### src/sv/jsv_pkg.sv
// Package for the JSON scalar validator: status and value type codes,
// character constants and the literal spelling table.
// No dependencies.
package jsv_pkg;

    localparam int unsigned ByteW = 8;
    localparam int unsigned CodeW = 2;
    localparam int unsigned PosW  = 3;

    typedef logic [ByteW-1:0] byte_t;
    typedef logic [CodeW-1:0] code_t;
    typedef logic [PosW-1:0]  pos_t;

    localparam code_t ST_OK      = 2'd0;
    localparam code_t ST_EXPECT  = 2'd1;
    localparam code_t ST_INVALID = 2'd2;
    localparam code_t ST_NOTSING = 2'd3;

    localparam code_t TY_NULL   = 2'd0;
    localparam code_t TY_FALSE  = 2'd1;
    localparam code_t TY_TRUE   = 2'd2;
    localparam code_t TY_NUMBER = 2'd3;

    localparam byte_t CH_NUL   = 8'h00;
    localparam byte_t CH_TAB   = 8'h09;
    localparam byte_t CH_LF    = 8'h0A;
    localparam byte_t CH_CR    = 8'h0D;
    localparam byte_t CH_SPACE = 8'h20;
    localparam byte_t CH_PLUS  = 8'h2B;
    localparam byte_t CH_MINUS = 8'h2D;
    localparam byte_t CH_DOT   = 8'h2E;
    localparam byte_t CH_0     = 8'h30;
    localparam byte_t CH_9     = 8'h39;
    localparam byte_t CH_UE    = 8'h45;
    localparam byte_t CH_LE    = 8'h65;
    localparam byte_t CH_F     = 8'h66;
    localparam byte_t CH_N     = 8'h6E;
    localparam byte_t CH_T     = 8'h74;

    // Length of each literal, indexed by value type.
    function automatic pos_t lit_len(input code_t kind);
        pos_t len;
        case (kind)
            TY_FALSE: len = 3'd5;
            default:  len = 3'd4;
        endcase
        return len;
    endfunction

    // Expected character of a literal at a position; NUL past its end.
    function automatic byte_t lit_char(input code_t kind, input pos_t pos);
        byte_t ch;
        ch = CH_NUL;
        case (kind)
            TY_FALSE:
            begin
                case (pos)
                    3'd0:    ch = "f";
                    3'd1:    ch = "a";
                    3'd2:    ch = "l";
                    3'd3:    ch = "s";
                    3'd4:    ch = "e";
                    default: ch = CH_NUL;
                endcase
            end
            TY_TRUE:
            begin
                case (pos)
                    3'd0:    ch = "t";
                    3'd1:    ch = "r";
                    3'd2:    ch = "u";
                    3'd3:    ch = "e";
                    default: ch = CH_NUL;
                endcase
            end
            default:
            begin
                case (pos)
                    3'd0:    ch = "n";
                    3'd1:    ch = "u";
                    3'd2:    ch = "l";
                    3'd3:    ch = "l";
                    default: ch = CH_NUL;
                endcase
            end
        endcase
        return ch;
    endfunction

endpackage

### src/sv/json_scalar_validator_unit.sv
// JSON scalar validator: top level, byte-wise recogniser of one JSON scalar.
// Depends on jsv_pkg.
//
// Usage:
//   Text channel (text_valid/text_ready, text_byte) carries one character per
//   transaction; a zero byte ends the text. Leading and trailing whitespace is
//   skipped, and exactly one null, true, false or number must lie between.
//   Result channel (result_valid/result_ready, status, value_type) carries one
//   transaction per text, produced by the zero byte only.
//   Throughput: one byte per cycle while no result waits; each byte is a
//   single state transition. Latency: the result is registered and appears
//   the cycle after the zero byte is taken.
//   A waiting result holds text_ready low until the receiver takes it; with
//   result_ready high the result register is refilled in the same cycle, so
//   bytes and results flow back to back.
//   After an error later bytes are ignored until the terminator, which reports
//   the latched status; value_type is null unless status is ok.
//   Reset (rst_n low, asynchronous) returns to leading whitespace with no
//   result pending. After each terminator the state likewise returns there.
module json_scalar_validator_unit
    import jsv_pkg::*;
(
    input  logic       clk,
    input  logic       rst_n,
    input  logic       text_valid,
    output logic       text_ready,
    input  logic [7:0] text_byte,
    output logic       result_valid,
    input  logic       result_ready,
    output logic [1:0] status,
    output logic [1:0] value_type
);

    typedef enum logic [3:0] {
        PH_LEAD,
        PH_LIT,
        PH_SIGN,
        PH_ZERO,
        PH_INT,
        PH_DOT,
        PH_FRAC,
        PH_EXP,
        PH_EXPSIGN,
        PH_EXPDIG,
        PH_TRAIL,
        PH_ERROR
    } phase_t;

    phase_t phase_reg, phase_next;
    code_t  kind_reg, kind_next;
    pos_t   pos_reg, pos_next;
    code_t  err_reg, err_next;
    code_t  found_reg, found_next;

    logic   out_valid_reg;
    code_t  status_reg, type_reg;

    logic   accept;
    logic   is_ws, is_digit, is_nul, is_exp;
    logic   fin;
    code_t  fin_code;
    code_t  fin_type;
    pos_t   pos_inc;

    assign text_ready   = !out_valid_reg || result_ready;
    assign accept       = text_valid && text_ready;
    assign result_valid = out_valid_reg;
    assign status       = status_reg;
    assign value_type   = type_reg;

    assign is_nul   = (text_byte == CH_NUL);
    assign is_ws    = (text_byte == CH_SPACE) || (text_byte == CH_TAB)
                   || (text_byte == CH_LF) || (text_byte == CH_CR);
    assign is_digit = (text_byte >= CH_0) && (text_byte <= CH_9);
    assign is_exp   = (text_byte == CH_LE) || (text_byte == CH_UE);
    assign pos_inc  = pos_reg + 3'd1;

    always_comb
    begin
        phase_next = phase_reg;
        kind_next  = kind_reg;
        pos_next   = pos_reg;
        err_next   = err_reg;
        found_next = found_reg;
        fin        = 1'b0;
        fin_code   = err_reg;

        case (phase_reg)
            PH_LEAD:
            begin
                if (is_ws)
                begin
                    phase_next = PH_LEAD;
                end
                else if (is_nul)
                begin
                    fin      = 1'b1;
                    fin_code = ST_EXPECT;
                end
                else if (text_byte == CH_N || text_byte == CH_F || text_byte == CH_T)
                begin
                    kind_next  = (text_byte == CH_N) ? TY_NULL :
                                 (text_byte == CH_F) ? TY_FALSE : TY_TRUE;
                    pos_next   = 3'd1;
                    phase_next = PH_LIT;
                end
                else if (text_byte == CH_MINUS)
                begin
                    phase_next = PH_SIGN;
                end
                else if (text_byte == CH_0)
                begin
                    phase_next = PH_ZERO;
                end
                else if (is_digit)
                begin
                    phase_next = PH_INT;
                end
                else
                begin
                    err_next   = ST_INVALID;
                    phase_next = PH_ERROR;
                end
            end
            PH_LIT:
            begin
                if (pos_reg < lit_len(kind_reg) && !is_nul
                    && text_byte == lit_char(kind_reg, pos_reg))
                begin
                    pos_next = pos_inc;
                    if (pos_inc >= lit_len(kind_reg))
                    begin
                        found_next = kind_reg;
                        phase_next = PH_TRAIL;
                    end
                end
                else
                begin
                    err_next   = ST_INVALID;
                    phase_next = PH_ERROR;
                    fin        = is_nul;
                    fin_code   = ST_INVALID;
                end
            end
            PH_SIGN, PH_DOT, PH_EXP, PH_EXPSIGN:
            begin
                if (phase_reg == PH_SIGN && text_byte == CH_0)
                begin
                    phase_next = PH_ZERO;
                end
                else if (phase_reg == PH_EXP
                         && (text_byte == CH_PLUS || text_byte == CH_MINUS))
                begin
                    phase_next = PH_EXPSIGN;
                end
                else if (is_digit)
                begin
                    phase_next = (phase_reg == PH_SIGN) ? PH_INT :
                                 (phase_reg == PH_DOT)  ? PH_FRAC : PH_EXPDIG;
                end
                else
                begin
                    err_next   = ST_INVALID;
                    phase_next = PH_ERROR;
                    fin        = is_nul;
                    fin_code   = ST_INVALID;
                end
            end
            PH_ZERO, PH_INT, PH_FRAC, PH_EXPDIG, PH_TRAIL:
            begin
                if ((phase_reg == PH_INT || phase_reg == PH_FRAC || phase_reg == PH_EXPDIG)
                    && is_digit)
                begin
                    phase_next = phase_reg;
                end
                else if ((phase_reg == PH_ZERO || phase_reg == PH_INT)
                         && text_byte == CH_DOT)
                begin
                    phase_next = PH_DOT;
                end
                else if ((phase_reg == PH_ZERO || phase_reg == PH_INT
                          || phase_reg == PH_FRAC) && is_exp)
                begin
                    phase_next = PH_EXP;
                end
                else
                begin
                    // value complete: terminator, whitespace or a stray byte
                    if (phase_reg != PH_TRAIL)
                    begin
                        found_next = TY_NUMBER;
                    end
                    if (is_nul)
                    begin
                        fin      = 1'b1;
                        fin_code = err_reg;
                    end
                    else if (is_ws)
                    begin
                        phase_next = PH_TRAIL;
                    end
                    else
                    begin
                        err_next   = ST_NOTSING;
                        phase_next = PH_ERROR;
                    end
                end
            end
            PH_ERROR:
            begin
                fin      = is_nul;
                fin_code = err_reg;
            end
            default:
            begin
                err_next   = ST_INVALID;
                phase_next = PH_ERROR;
                fin        = is_nul;
                fin_code   = ST_INVALID;
            end
        endcase

        fin_type = (fin_code == ST_OK) ? found_next : TY_NULL;

        if (fin)
        begin
            phase_next = PH_LEAD;
            kind_next  = TY_NULL;
            pos_next   = '0;
            err_next   = ST_OK;
            found_next = TY_NULL;
        end
    end

    always_ff @(posedge clk or negedge rst_n)
    begin
        if (!rst_n)
        begin
            phase_reg     <= PH_LEAD;
            kind_reg      <= TY_NULL;
            pos_reg       <= '0;
            err_reg       <= ST_OK;
            found_reg     <= TY_NULL;
            out_valid_reg <= 1'b0;
            status_reg    <= ST_OK;
            type_reg      <= TY_NULL;
        end
        else
        begin
            if (accept)
            begin
                phase_reg <= phase_next;
                kind_reg  <= kind_next;
                pos_reg   <= pos_next;
                err_reg   <= err_next;
                found_reg <= found_next;
            end
            if (accept && fin)
            begin
                out_valid_reg <= 1'b1;
                status_reg    <= fin_code;
                type_reg      <= fin_type;
            end
            else if (result_ready)
            begin
                out_valid_reg <= 1'b0;
            end
        end
    end

endmodule

### config.mk
export PLATFORM = sky130hd
export DESIGN_NAME = json_scalar_validator_unit
export DESIGN_NICKNAME = d
export VERILOG_FILES = /design/src/sv/jsv_pkg.sv /design/src/sv/json_scalar_validator_unit.sv
export SDC_FILE = /design/constraint.sdc
export NUM_CORES = 1
export LEC_CHECK = 0
export BUFFER_PORTS_ARGS = -buffer_cell sky130_fd_sc_hd__buf_2
export CAP_MARGIN = 20
export CORE_MARGIN = 2
export CORE_UTILIZATION = 65
export CTS_CLUSTER_DIAMETER = 50
export DETAILED_ROUTE_END_ITERATION = 7
export GPL_TIMING_DRIVEN = 0
export MAX_ROUTING_LAYER = met4
export PLACE_DENSITY_LB_ADDON = 0.08
export SLEW_MARGIN = 10
export SYNTH_ARGS = -nofsm -noshare
export SYNTH_HDL_FRONTEND = slang
export SYNTH_SLANG_ARGS = --single-unit
### constraint.sdc
create_clock -name clk -period 5.37 [get_ports clk]
set_input_delay 1.074 -clock clk [delete_from_list [all_inputs] [get_ports clk]]
set_output_delay 1.074 -clock clk [all_outputs]
set_load 0.02 [all_outputs]
==> results.yml, run 1 <==
critical_path:
  required_ns: 5.56
  startpoint_type: "register"
  crit_arrival_ns: 3.40
  critPathKind: "reg2reg"
  crit_path_end_kind: "register"
  r2r-start: "pos_reg[0]"
  cp_max_fo: 7
  startpoint: "pos_reg[0]"
sta:
  hold_viol: 0
  period_share: 0.597
  setup_violations: 0
  fin_skew_ns: 0.000616
  relSlewSlack: 0.549
  finalMaxSlewViolations: 0
  min_period_ns: 3.21
  worst_pin_slew_ns: 0.670
  fin_tns_setup_ns: 0
  rsz0062_at_grt: "false"
  fmax_mhz: 312
power_and_ir_drop:
  peakVddDrop_uv: 322
  leakage_nw: 0.961
  p_per_area_nw_per_um2: 382
clock_network:
  cts_resized: 0
  cts_hold_buf: 0
  clock-sinks: 18
  cts_buffers: 3
  clk_pin_slew_ns: 0.11
  cts_buffer_depth: 2
  h-tree-depth: 1
  clk-insertion-delay-late_ns: 0.29
  cts_root_buffer: "clkbuf_4"
  cts_tree: "yes"
  postCtsSetupBuffers: 0
layout:
  most-common-layout-cells: "nor2_1 (34), nand2_1 (29), o21ai_0 (22), a21oi_1 (22), dfrtp_1 (18)"
  layout_commonest_cell: "nor2_1"
  final_util: 0.749
  drive_gt1_frac: 0.0815
  antennaDiodeCount: 0
  largest_reg_flops: 4
  area_growth_pct: 7.46
  layout.nets: 342
  nFillCells: 259
logic_synthesis:
  synth_enable_flop_cells: 0
  ys_seq_area_frac: 0.208
  synth_area_um2: 2160
  synthCells: 301
  netlist.area_leader.share: 0.208
  syn_area_per_cell_um2: 7.19
  yosys-top-cells-area: "dfrtp_1 (21%), nor2_1 (5.9%), ha_1 (5.8%)"
  ys_types: 66
  synth-seq-cells: 18
  yosysWarnings: 0
  async_reset_ff_frac: 1.00
  synth_top_area_cell: "dfrtp_1"
  synth_fp_nets: 323
  ys_dominant_reg_cell: "dfrtp_1"
routing:
  drc: 0
  wl_mm: 6.20
  wl_per_cell_um: 17.1
  routed_via_density: 6.94
  vias: 2518
  dr.pass1.iters: 5
  final_antenna_net_count: 0
  drt-initial-drc-count: 370
global_routing:
  track_usage: 0.357
  grt_overflow: 0
  grt_pass1_wl_mm: 10.0
  grt_max_degree: 19
  grt_pass1_vias: 2193
  antenna_found_initial: 0
floorplanning:
  placementRows: 20
  start_util: 0.697
  die_h_um: 61.7
  die-area_um2: 3810
  ios: 18
  core_area_um2: 3100
  die_x_um: 61.7
place:
  io_buffer_count: 14
  place.gp.congestion: 0.985
  place_hpwl_mm: 4.57
worst_hold_path:
  hp-start: "status[1]"
  hp-class: "reg2reg"
job:
  max_cap_violations: 0
status:
  status: "finished clean"
## per-stage QoR
step           power [W]  std cells  hold WS, ns  cell area (µm²)  worst slack, ns
4_1_cts         0.000861        363        0.505             2320             2.19
5_1_grt         0.000951        363        0.530             2320             1.96
2_1_floorplan   0.000638        301        0.498             2160             2.34
3_3_place_gp    0.000766        359        0.477             2290             1.93
6_report        0.000887        363        0.503             2320             2.16
3_5_place_dp    0.000773        359        0.479             2290             1.96
## Yosys cell counts, drive strengths merged, types with 5 or more instances
cell / instances
inv: 14
clkbuf: 16
nand2: 30
o31a: 5
o211ai: 5
nor2: 34
o21ai: 23
nand2b: 7
nand3: 7
ha: 10
nand4: 6
dfrtp: 18
a21oi: 22
o31ai: 7
nor3: 9
## per-layer routing
layer / up-vias / GRT usage / wire length (µm)
li1: 1179 / - / -
met1: 1121 / 0.492 / 2580
met2: 189 / 0.567 / 2810
met3: 29 / 0.0393 / 630
met4: 0 / 0.0821 / 182
met5: - / - / 0
## report_power, final
group          total [W]  internal [W]  switching [W]
logic           0.000597      0.000213       0.000384
clock network  0.0000858     0.0000413      0.0000445
registers       0.000205      0.000167      0.0000376
total           0.000887      0.000421       0.000466
## path summary, 6_finish.rpt
check,endpoint,slack (ns),depth (start not counted)
worst max register to register,phase_reg[2],2.16,10
worst min register to register,status[1],0.50,1
worst max-delay path,phase_reg[2],2.16,10
max in group asynchronous,kind_reg[1],4.39,1
min in group asynchronous,err_reg[1],0.69,1
worst min-delay path,status[1],0.50,1
## worst max-delay path, stage by stage, from the launching register on
cell and delay (ns):
dfrtp_1 0.50, inv_1 0.15, ha_1 0.29, or3_1 0.38, a211o_1 0.33, clkinv_1 0.06, a211oi_1 0.09, nor4_4 0.48
nand2_4 0.13, o31a_1 0.38, mux2_4 0.31
## cell type report
type,count,area [µm²],area share
multi-input cells,250,1590,0.682
well taps,44,55.1,0.0237
repair buffers,14,70.1,0.0301
clock buffers,4,36.3,0.0156
inverters,15,56.3,0.0242
flip-flops and latches,18,450,0.194
plain buffers,18,70.1,0.0301
## logic make-up after synthesis
| group | share of synthesized area |
|---|---|
| xor+xnor | 0.0162 |
| compound gates | 0.338 |
| mux | 0.0208 |
| buf+inv | 0.0584 |
| flops | 0.208 |
| simple gates | 0.300 |
| fa+ha+maj | 0.0578 |
No activity file was read; power rests on OpenSTA's default activity.
==> inputs of run 2 (changes only) <==
--- a/config.mk
+++ b/config.mk
@@ -8,7 +8,7 @@
 export BUFFER_PORTS_ARGS = -buffer_cell sky130_fd_sc_hd__buf_2
 export CAP_MARGIN = 20
 export CORE_MARGIN = 2
-export CORE_UTILIZATION = 65
+export CORE_UTILIZATION = 61
 export CTS_CLUSTER_DIAMETER = 50
 export DETAILED_ROUTE_END_ITERATION = 7
 export GPL_TIMING_DRIVEN = 0
==> constraint.sdc (replaced) <==
create_clock -name clk -period 3.24 [get_ports clk]
set_input_delay 0.648 -clock clk [delete_from_list [all_inputs] [get_ports clk]]
set_output_delay 0.648 -clock clk [all_outputs]
set_load 0.02 [all_outputs]
==> results.yml, run 2 (synthesis gave the netlist of run 1 again) <==
global_routing:
  antenna_found_initial: 0
  grt_max_degree: 19
  track_usage: 0.314
  top_usage_layer: "met2"
  grt_pass1_vias: 2265
  gr-usage-met1: 0.418
  grt_use_met3: 0.0411
  grt_pass1_wl_mm: 9.98
  grt_use_met2: 0.482
  grt_overflow: 0
place:
  place_hpwl_mm: 4.56
  io_buffer_count: 14
  dp.cells: 361
  pre_cts_slack_ns: 0.0500
  place.gp.congestion: 0.994
floorplanning:
  placementRows: 21
  start_util: 0.643
  die_h_um: 63.6
  core_area_um2: 3360
  ios: 18
  die-area_um2: 4040
  die_x_um: 63.6
critical_path:
  critPathKind: "reg2reg"
  path_cells: "inv_1 -> ha_1 -> or3_1 -> a211o_1 -> clkinv_1 -> a211oi_1 -> nor4_4 -> buf_4 -> nand2_4 -> o31a_1 -> mux2_4"
  crit_arrival_ns: 3.30
  startpoint_type: "register"
  cpPeakStageDelay_ns: 0.45
  slowest_stage: "dfrtp_2"
  crit_buf_inv: 3
  crit_path_end_kind: "register"
  cp_max_fo: 7
  required_ns: 3.48
  cp_top_family: "compound AO/OA/AOI/OAI gates"
clock_network:
  clk_pin_slew_ns: 0.13
  cts_buffer_depth: 2
  cts_hold_buf: 0
  cts_root_buffer: "clkbuf_4"
  cts_buffers: 3
  cts_tree: "yes"
  h-tree-depth: 1
  clk-insertion-delay-late_ns: 0.33
  clock-sinks: 18
layout:
  antennaDiodeCount: 0
  layout.nets: 343
  stdcell_count: 366
  most-common-layout-cells: "nor2_1 (34), nand2_1 (29), o21ai_0 (22), a21oi_1 (22), dfrtp_1 (17)"
  area_growth_pct: 7.98
  largest_reg_flops: 4
  layout_commonest_cell: "nor2_1"
  seqCellArea_um2: 452
  nFillCells: 313
  drive_gt1_frac: 0.0875
  multi_input_area_um2: 1590
routing:
  wl_per_cell_um: 16.7
  dr.pass1.iters: 7
  wl_mm: 6.11
  routed_via_density: 6.81
  drc: 0
  drt-initial-drc-count: 436
  final_antenna_net_count: 0
  vias: 2491
sta:
  rsz0062_at_grt: "false"
  hold_viol: 0
  period_share: 0.946
  finalWorstSetupSlack_ns: 0.177
  worst_pin_slew_ns: 0.746
  fmax_mhz: 326
  whs_ns: 0.221
  setup_violations: 0
  fin_skew_ns: 0.0338
  fin_tns_setup_ns: 0
  min_period_ns: 3.06
  relSlewSlack: 0.498
  finalMaxSlewViolations: 0
power_and_ir_drop:
  peakVddDrop_uv: 363
  p_per_area_nw_per_um2: 626
  p_int_w: 0.000700
  pwr-share-clk: 0.103
  swShare: 0.522
  power_switching_w: 0.000763
  share_comb_of_total_power: 0.668
  power_frac_seq: 0.229
  leakage_nw: 0.965
job:
  max_cap_violations: 0
status:
  status: "finished clean"
worst_hold_path:
  hp-class: "in2async"
==> run 2: cell types whose count changed in the layout (fill, tap and decap cells not counted), sizes merged <==
cell  change
buf       +1
==> run 2: metrics by stage <==
stage	total power [W]	instance area [µm²]	util
after detailed placement	0.00127	2290	0.681
after global routing	0.00156	2340	0.695
after floorplan	0.00106	2160	-
after CTS	0.00142	2330	0.692
after global placement	0.00126	2290	0.681
final	0.00146	2340	0.695
==> run 2: path summary, 6_finish.rpt <==
check | start | end | cells after the start | slack, ns
worst max-delay path | pos_reg[0] | phase_reg[2] | 11 | 0.18
worst min-delay path | rst_n | err_reg[1] | 1 | 0.22
worst max register to register | pos_reg[0] | phase_reg[2] | 11 | 0.18
worst min register to register | value_type[1] | value_type[1] | 1 | 0.51
max in group asynchronous | rst_n | pos_reg[0] | 1 | 2.66
min in group clk | value_type[1] | value_type[1] | 1 | 0.51
==> run 2: worst reg2reg max path: stages (launching register included) <==
cell	delay [ns]
dfrtp_2	0.45
inv_1	0.12
ha_1	0.30
or3_1	0.37
a211o_1	0.34
clkinv_1	0.06
a211oi_1	0.10
nor4_4	0.28
buf_4	0.19
nand2_4	0.08
o31a_1	0.39
mux2_4	0.32
==> run 2: power by group through the flow <==
stage / Combinational, W / Clock [W] / Sequential (W)
3_3_place_gp: 0.000925 / 0 / 0.000334
5_1_grt: 0.00107 / 0.000155 / 0.000341
2_1_floorplan: 0.000732 / 0 / 0.000325
4_1_cts: 0.000941 / 0.000148 / 0.000331
3_5_place_dp: 0.000935 / 0 / 0.000336
6_report: 0.000977 / 0.000151 / 0.000335
==> run 2: layer usage <==
| metal | part of all wire | wire [µm] | vias to the layer above |
|---|---|---|---|
| met5 | 0 | 0 | - |
| met3 | 0.083 | 505 | 24 |
| met2 | 0.45 | 2760 | 155 |
| met4 | 0.028 | 174 | 0 |
| met1 | 0.44 | 2680 | 1148 |
| li1 | - | - | 1164 |
==> run 2: what timing repair did <==
action / CTS / global route
hold endpoints to repair: 0 / 0
buffers inserted: 0 / 1
gates resized for setup: 0 / 1
setup endpoints to repair: 0 / 3
==> run 2: layout make-up <==
type,instances,share of cell area
multi-input combinational,250,0.679
sequential,18,0.193
timing repair buffer,15,0.0332
buffer,18,0.0300
tap,46,0.0246
inverter,15,0.0241
clock buffer,4,0.0155
==> inputs of run 3 (changes only) <==
--- a/config.mk
+++ b/config.mk
@@ -7,8 +7,10 @@
 export LEC_CHECK = 0
 export BUFFER_PORTS_ARGS = -buffer_cell sky130_fd_sc_hd__buf_2
 export CAP_MARGIN = 20
+export CELL_PAD_IN_SITES_DETAIL_PLACEMENT = 1
+export CELL_PAD_IN_SITES_GLOBAL_PLACEMENT = 2
 export CORE_MARGIN = 2
-export CORE_UTILIZATION = 61
+export CORE_UTILIZATION = 35
 export CTS_CLUSTER_DIAMETER = 50
 export DETAILED_ROUTE_END_ITERATION = 7
 export GPL_TIMING_DRIVEN = 0
==> results.yml, run 3 (synthesis gave the netlist of run 1 again) <==
status:
  status: "finished clean"
clock_network:
  cts_buffers: 3
  clk-insertion-delay-late_ns: 0.26
  cts_buffer_depth: 2
  clk_pin_slew_ns: 0.08
  h-tree-depth: 1
  clock-sinks: 18
  cts_tree: "yes"
  cts_root_buffer: "clkbuf_8"
  cts_hold_buf: 0
layout:
  multi_input_area_um2: 1600
  seqCellArea_um2: 452
  area_growth_pct: 11.6
  fin_area_um2: 2410
  most-common-layout-cells: "nor2_1 (34), nand2_1 (29), o21ai_0 (22), a21oi_1 (22), dfrtp_1 (17)"
  antennaDiodeCount: 0
  layout.nets: 344
  nFillCells: 788
  largest_reg_flops: 4
  drive_gt1_frac: 0.0997
  layout_commonest_cell: "nor2_1"
routing:
  dr.pass1.iters: 4
  vias: 2431
  wl_per_cell_um: 19.6
  wl_mm: 7.75
  drc: 0
  routed_via_density: 6.14
  drt-initial-drc-count: 162
  final_antenna_net_count: 0
critical_path:
  cp_max_fo: 7
  crit_path_end_kind: "register"
  path_cells: "inv_1 -> ha_1 -> or3_1 -> a211o_1 -> a32oi_1 -> a41o_1 -> and3_1 -> nand2_4 -> o31a_1 -> mux2_4"
  startpoint_type: "register"
  required_ns: 3.39
  critPathKind: "reg2reg"
  slowest_stage: "dfrtp_2"
  cpPeakStageDelay_ns: 0.44
  crit_arrival_ns: 3.25
global_routing:
  track_usage: 0.245
  grt_overflow: 0
  grt_pass1_vias: 2385
  grt_max_degree: 19
  grt_pass1_wl_mm: 12.4
  antenna_found_initial: 0
power_and_ir_drop:
  leakage_nw: 0.981
  share_comb_of_total_power: 0.658
  power_switching_w: 0.000811
  p_int_w: 0.000746
  pwr-share-clk: 0.123
  p_per_area_nw_per_um2: 645
  swShare: 0.521
  peakVddDrop_uv: 279
  power_frac_seq: 0.218
  p_total_w: 0.00156
place:
  place.gp.congestion: 0.850
  placed_area_um2: 2330
  place_hpwl_mm: 5.88
  io_buffer_count: 14
  pre_cts_slack_ns: -0.0254
floorplanning:
  ios: 18
  die_h_um: 82.6
  core_area_um2: 5960
  start_util: 0.363
  placementRows: 28
  die_x_um: 82.6
  die-area_um2: 6830
sta:
  min_period_ns: 3.10
  period_share: 0.956
  fmax_mhz: 323
  relSlewSlack: 0.453
  worst_pin_slew_ns: 0.814
  hold_viol: 0
  finalMaxSlewViolations: 0
  setup_violations: 0
  fin_skew_ns: 0.00605
  finalWorstSetupSlack_ns: 0.142
job:
  max_cap_violations: 0
worst_hold_path:
  hp-class: "in2async"
## run 3: power by group through the flow
| stage | combinational [W] | clock, W | sequential, W |
|---|---|---|---|
| 3_5_place_dp | 0.000993 | 0 | 0.000340 |
| 5_1_grt | 0.00114 | 0.000203 | 0.000348 |
| 6_report | 0.00103 | 0.000192 | 0.000340 |
| 4_1_cts | 0.00100 | 0.000197 | 0.000335 |
| 2_1_floorplan | 0.000732 | 0 | 0.000325 |
| 3_3_place_gp | 0.000985 | 0 | 0.000342 |
## run 3: critical path: cells and delay by family, from the launching register on
| kind | cells | cell delay (ns) |
|---|---|---|
| AO/OA/AOI/OAI | 4 | 1.01 |
| adder cells (fa/ha/maj) | 1 | 0.28 |
| buffers and inverters | 1 | 0.13 |
| flip-flops | 1 | 0.44 |
| multiplexers | 1 | 0.31 |
| AND/OR/NAND/NOR | 3 | 0.83 |
## run 3: layout make-up
type | instances | area share
multi-input cells | 250 | 0.664
flip-flops and latches | 18 | 0.187
well taps | 75 | 0.0389
repair buffers | 16 | 0.0352
plain buffers | 18 | 0.0290
inverters | 15 | 0.0233
clock buffers | 4 | 0.0228
## run 3: path summary, 6_finish.rpt
kind	endpoint	slack, ns	depth (start not counted)	startpoint
min in group clk	status[1]	0.49	1	status[1]
min reg2reg	status[1]	0.49	1	status[1]
max in group asynchronous	pos_reg[0]	2.59	1	rst_n
min	pos_reg[0]	0.32	1	rst_n
max	phase_reg[2]	0.14	10	pos_reg[0]
max reg2reg	phase_reg[2]	0.14	10	pos_reg[0]
## run 3: per-layer routing
metal  up-vias  share of wire  GRT usage
met1      1218           0.48      0.329
met4         0         0.0097     0.0607
met3         6          0.021     0.0163
li1       1171              -          -
met2        36           0.49      0.404
met5         -              0          -
## run 3: stage by stage
| step | hold slack [ns] | util | setup TNS (ns) | std cells |
|---|---|---|---|---|
| after global routing | 0.337 | 0.405 | -0.00413 | 396 |
| after floorplan | 0.352 | - | 0 | 301 |
| after detailed placement | 0.480 | 0.391 | -0.0254 | 390 |
| final | 0.325 | 0.405 | 0 | 396 |
| after CTS | 0.331 | 0.403 | 0 | 396 |
| after global placement | 0.472 | 0.391 | 0 | 390 |
## run 3: repair_timing
item,in CTS,in global routing
setup buffers,2,0
cloned,0,0
pin swaps,1,0
endpoints found under the setup margin,1,4
endpoints found under the hold margin,0,0
gates resized for setup,0,4
